--- src/rtl/error_diffusion_dither_4bit_core_assert.svh ---
// Assertion macros for the 4-bit error diffusion dither core.
// Used by the top level; needs clk and arst_n in the including scope.
`ifndef ERROR_DIFFUSION_DITHER_4BIT_CORE_ASSERT_SVH
`define ERROR_DIFFUSION_DITHER_4BIT_CORE_ASSERT_SVH

`ifndef SYNTHESIS
`define ED4_ASSERT_SAME(lbl, a, b) \
	lbl: assert property (@(posedge clk) disable iff (!arst_n) (a) |-> (b)) \
		else $error("ed4 assertion failed");
`define ED4_ASSERT_NEXT(lbl, a, b) \
	lbl: assert property (@(posedge clk) disable iff (!arst_n) (a) |=> (b)) \
		else $error("ed4 assertion failed");
`else
`define ED4_ASSERT_SAME(lbl, a, b)
`define ED4_ASSERT_NEXT(lbl, a, b)
`endif

`endif

--- src/rtl/ed4_pkg.sv ---
// Shared constants and types for the 4-bit error diffusion dither core.
// No dependencies.
`default_nettype none

package ed4_pkg;

	localparam int MAX_WIDTH = 1024;
	localparam int COL_W     = $clog2(MAX_WIDTH);
	localparam int CNT_W     = $clog2(MAX_WIDTH + 1);
	localparam int WCFG_W    = 11;
	localparam int HCFG_W    = 16;
	localparam int WCMP_W    = (CNT_W > WCFG_W) ? CNT_W : WCFG_W;
	localparam int ERR_W     = 3;
	localparam int CFG_DW    = 16;

	localparam logic REG_IMAGE_WIDTH  = 1'b0;
	localparam logic REG_IMAGE_HEIGHT = 1'b1;

	typedef struct packed {
		logic             we;
		logic [COL_W-1:0] addr;
		logic [ERR_W-1:0] data;
	} rowmem_wr_t;

endpackage

`default_nettype wire

--- src/rtl/ed4_row_mem.sv ---
// Row error store: one write port, two registered read ports.
// Depends on ed4_pkg.
`default_nettype none

module ed4_row_mem
	import ed4_pkg::*;
(
	input  wire logic             clk,
	input  wire rowmem_wr_t       wr,
	input  wire logic [COL_W-1:0] rd_addr0,
	input  wire logic [COL_W-1:0] rd_addr1,
	output logic      [ERR_W-1:0] rd_data0,
	output logic      [ERR_W-1:0] rd_data1
);

	logic [ERR_W-1:0] mem [MAX_WIDTH];

	always_ff @(posedge clk) begin
		if (wr.we) begin
			mem[wr.addr] <= wr.data;
		end
		rd_data0 <= mem[rd_addr0];
		rd_data1 <= mem[rd_addr1];
	end

endmodule

`default_nettype wire
--- config.mk ---
export PLATFORM = sky130hd
export DESIGN_NAME = ed4_row_mem
export DESIGN_NICKNAME = d
export VERILOG_FILES = /design/src/rtl/error_diffusion_dither_4bit_core_assert.svh /design/src/rtl/ed4_pkg.sv /design/src/rtl/ed4_row_mem.sv
export SDC_FILE = /design/constraint.sdc
export NUM_CORES = 2
export LEC_CHECK = 0
export BUFFER_PORTS_ARGS = -buffer_cell sky130_fd_sc_hd__buf_2
export CAP_MARGIN = 20
export CORE_UTILIZATION = 29
export DETAILED_ROUTE_END_ITERATION = 6
export PLACE_DENSITY = 0.53
export SLEW_MARGIN = 20
export SYNTH_ARGS = -nofsm -noshare
export SYNTH_HDL_FRONTEND = slang
export SYNTH_SLANG_ARGS = --single-unit
--- constraint.sdc ---
create_clock -name clk -period 2.6 [get_ports clk]
set_input_delay 0 -clock clk [delete_from_list [all_inputs] [get_ports clk]]
set_output_delay 0 -clock clk [all_outputs]
set_load 0.03 [all_outputs]
==> flow_metrics.py <==
metrics = {
    "run_status": {
        "status": "finished with violations",
        "violations": "negative setup slack",
    },
    "route": {
        "drt_iter0_drc": 14000,
        "post_drt_wl_per_cell_um": 34.1,
        "dr.pass1.iters": 5,
        "drt-vias-per-instance": 5.83,
        "wirelength_um": 567000,
        "antenna_left": 0,
        "routed.top_layer": "met5",
        "met3_length_um": 63200,
        "drc": 0,
        "vias": 96800,
        "wl_met1_um": 217000,
        "wl_met2_um": 257000,
    },
    "setup_path": {
        "path_delay_family": "simple AND/OR/NAND/NOR gates",
        "cp-start-kind": "register",
        "worstSetupPathType": "register to register",
        "r2r_setup_slack_ns": -0.47,
        "r2r-end": "rd_data0[1]$_DFF_P_",
        "arrival_ns": 3.93,
        "r2r_start": "mem[928][1]$_DFFE_PP_",
        "rr_worst_depth": 11,
        "crit_start": "mem[928][1]$_DFFE_PP_",
        "cp-endpoint": "rd_data0[1]$_DFF_P_",
        "crit_path_top_delay_cell": "mux4_2",
        "path_buf_inv": 3,
        "end_kind": "register",
        "crit_chain": "mux4_2 -> a22o_1 -> a221oi_2 -> buf_4 -> o211ai_1 -> nor3_4 -> buf_6 -> nor3_4 -> nor4bb_2 -> buf_4 -> o2111ai_2",
        "path_depth": 11,
        "cpPeakStageDelay_ns": 0.50,
        "required_ns": 3.45,
        "cp_max_fo": 2,
    },
    "global_routing": {
        "grt_pass1_vias": 98000,
        "grt_overflow": 0,
        "grt_start_max_net_pins": 136,
        "antenna_found_initial": 50,
        "grt_pass1_wl_um": 784000,
        "grt_usage_pct": 21.5,
    },
    "yosys": {
        "synth_area_leaders": "edfxtp_1, mux4_2, mux2i_1",
        "synthAdderAreaFrac_pct": 0,
        "yosysTopAreaCellShare_pct": 62.2,
        "synthArstFlopShare_pct": 0,
        "synth_top_flop_cell": "edfxtp_1",
        "syn_area_um2": 148000,
        "synth_cell_type_count": 81,
        "yosys.area.top_type": "edfxtp_1",
        "synth_edf_count": 3072,
        "synth_top_family_by_area": "multiplexers",
        "syn_inst": 8665,
        "synth.most_common_cell": "edfxtp_1",
        "ys_seq_elements": 3078,
        "ys_seq_area_share_pct": 62.3,
        "synth.area.mux_share_pct": 24.4,
        "avgSynthCellArea_um2": 17.1,
        "synth_compound_area_share_pct": 5.35,
        "synth_commonest_cells": "edfxtp_1, mux4_2, nor2_1",
        "synth_nets": 8700,
        "synth_xor_area_share_pct": 0,
        "ys.warnings.count": 0,
        "synth_simple_gate_area_share_pct": 4.84,
    },
    "die": {
        "die_h_um": 717,
        "rows": 262,
        "die_w_um": 717,
        "coreArea_um2": 509000,
        "initial_core_util_pct": 29.1,
        "dieArea_um2": 514000,
        "pin_count": 41,
    },
    "placed_design": {
        "detailedPlace.worstSlack_ns": -1.29,
        "place_inst": 16000,
        "gp_congestion": 0.917,
        "portBuffers": 40,
        "place_hpwl_um": 385000,
    },
    "clocking": {
        "worstSkewPairLatency_ns": 0.98,
        "clock_sinks": 3078,
        "htree_levels": 5,
        "numCtsBuffers": 330,
        "cts_root_buf": "clkbuf_16",
        "tritoncts": "yes",
        "cts_buffer_depth": 4,
        "clkTransAtPathRegs_ns": 0.06,
    },
    "final_layout": {
        "final_core_util_pct": 34.9,
        "nets": 9605,
        "drive_gt1_share_pct": 33.5,
        "instances_no_fill": 16600,
        "area_growth_pct": 19.9,
    },
    "pwr": {
        "swShare_pct": 24.3,
        "p_int_mw": 86.4,
        "p_clk_share_pct": 42.0,
        "p_leak_nw": 56.6,
        "power_density_nw_per_um2": 641,
        "power.switching_mw": 27.7,
        "p_seq_share_pct": 48.0,
        "vdd_drop_max_mv": 0.527,
        "power_frac_comb_pct": 10.1,
    },
    "sta": {
        "fin_ws_ns": -0.475,
        "drv_slew": 0,
        "hold-worst-slack_ns": 0.0706,
        "timing.final.crit_share_pct": 118,
        "fmax_ghz": 0.325,
        "finalSetupTns_ns": -1.11,
        "rsz0062_at_grt": "true",
        "fin_skew_ns": 0.0722,
        "setup_viol": 5,
        "worstMarginPinSlew_ns": 1.06,
        "relSlewSlack_pct": 29.4,
        "period_minus_slack_ns": 3.07,
        "report.final.hold_viol_count": 0,
    },
    "min_path": {
        "hold_class": "primary input to register",
    },
    "run": {
        "timing.max_cap.violations": 0,
    },
}
routing by layer:
layer  track usage [%]  up-vias
met3              5.61     1224
met1              28.3    51300
met2              33.5     6107
li1                  -    38100
met5                 0        -
met4              9.68       18
placed cells by master (no fill, tap or decap), types with 27 or more instances in the layout:
cell type and count:
nand2_1 192, o21ai_0 101, mux4_2 1300, a22oi_1 148, nor3_1 84, buf_4 1024
buf_12 275, a221oi_1 35, buf_2 27, clkbuf_16 334, a22o_1 33, clkinv_1 63
a21oi_1 204, edfxtp_1 3072, mux2i_1 633, nand3_1 65, diode_2 33, o22ai_1 175
bufinv_16 33, o221ai_1 244, nor2_1 1126, clkbuf_1 63, clkinv_2 54
through the flow:
step,area (um2),power [mW]
after floorplan,148000,61.1
after global placement,166000,66.9
after detailed placement,166000,66.9
after CTS,178000,114
after global routing,178000,116
final,178000,114
registers in the layout (all words and copies together) (netlist names):
register / count
mem: 3072
rd_data0: 3
rd_data1: 3
worst min-delay path by stage:
stage | from | endpoint | slack (ns) | depth (start not counted)
6_report | wr[2] | mem[721][2]$_DFFE_PP_ | 0.07 | 2
5_1_grt | wr[1] | mem[221][1]$_DFFE_PP_ | 0.08 | 2
4_1_cts | wr[11] | mem[442][2]$_DFFE_PP_ | 0.007 | 6
3_5_place_dp | wr[2] | mem[704][2]$_DFFE_PP_ | 0.44 | 1
3_3_place_gp | wr[2] | mem[704][2]$_DFFE_PP_ | 0.44 | 1
2_1_floorplan | wr[0] | mem[0][0]$_DFFE_PP_ | 0.1 | 0
power by group through the flow:
stage	clock network (mW)	registers, mW	logic, mW
6_report	47.9	54.7	11.5
5_1_grt	50.0	54.7	11.8
2_1_floorplan	0	55.7	5.34
3_3_place_gp	0	55.8	11.1
4_1_cts	48.3	54.7	11.3
3_5_place_dp	0	55.8	11.2
logic make-up after synthesis:
group | count (synthesis)
DFF | 3078
muxes | 1961
and+or+nand+nor | 1698
AOI/OAI and AO/OA | 1128
buffers and inverters | 800
timing repair:
item,CTS,global route
hold buffers,20,0
pin swaps,35,30
setup endpoints to repair,6,6
buffers inserted,2,1
endpoints found under the hold margin,2683,0
gates resized for setup,96,36
area by class of cell:
type / count / area (um2)
Clock buffer: 401 / 8650
Multi-Input combinational cell: 4787 / 52500
Antenna cell: 33 / 82.6
Inverter: 12 / 67.6
Tap cell: 6732 / 8420
Sequential cell: 3078 / 92400
Clock inverter: 198 / 2090
Timing Repair Buffer: 1361 / 13700
Fill cell: 47700 / 331000
No activity file was read; power rests on OpenSTA's default activity.
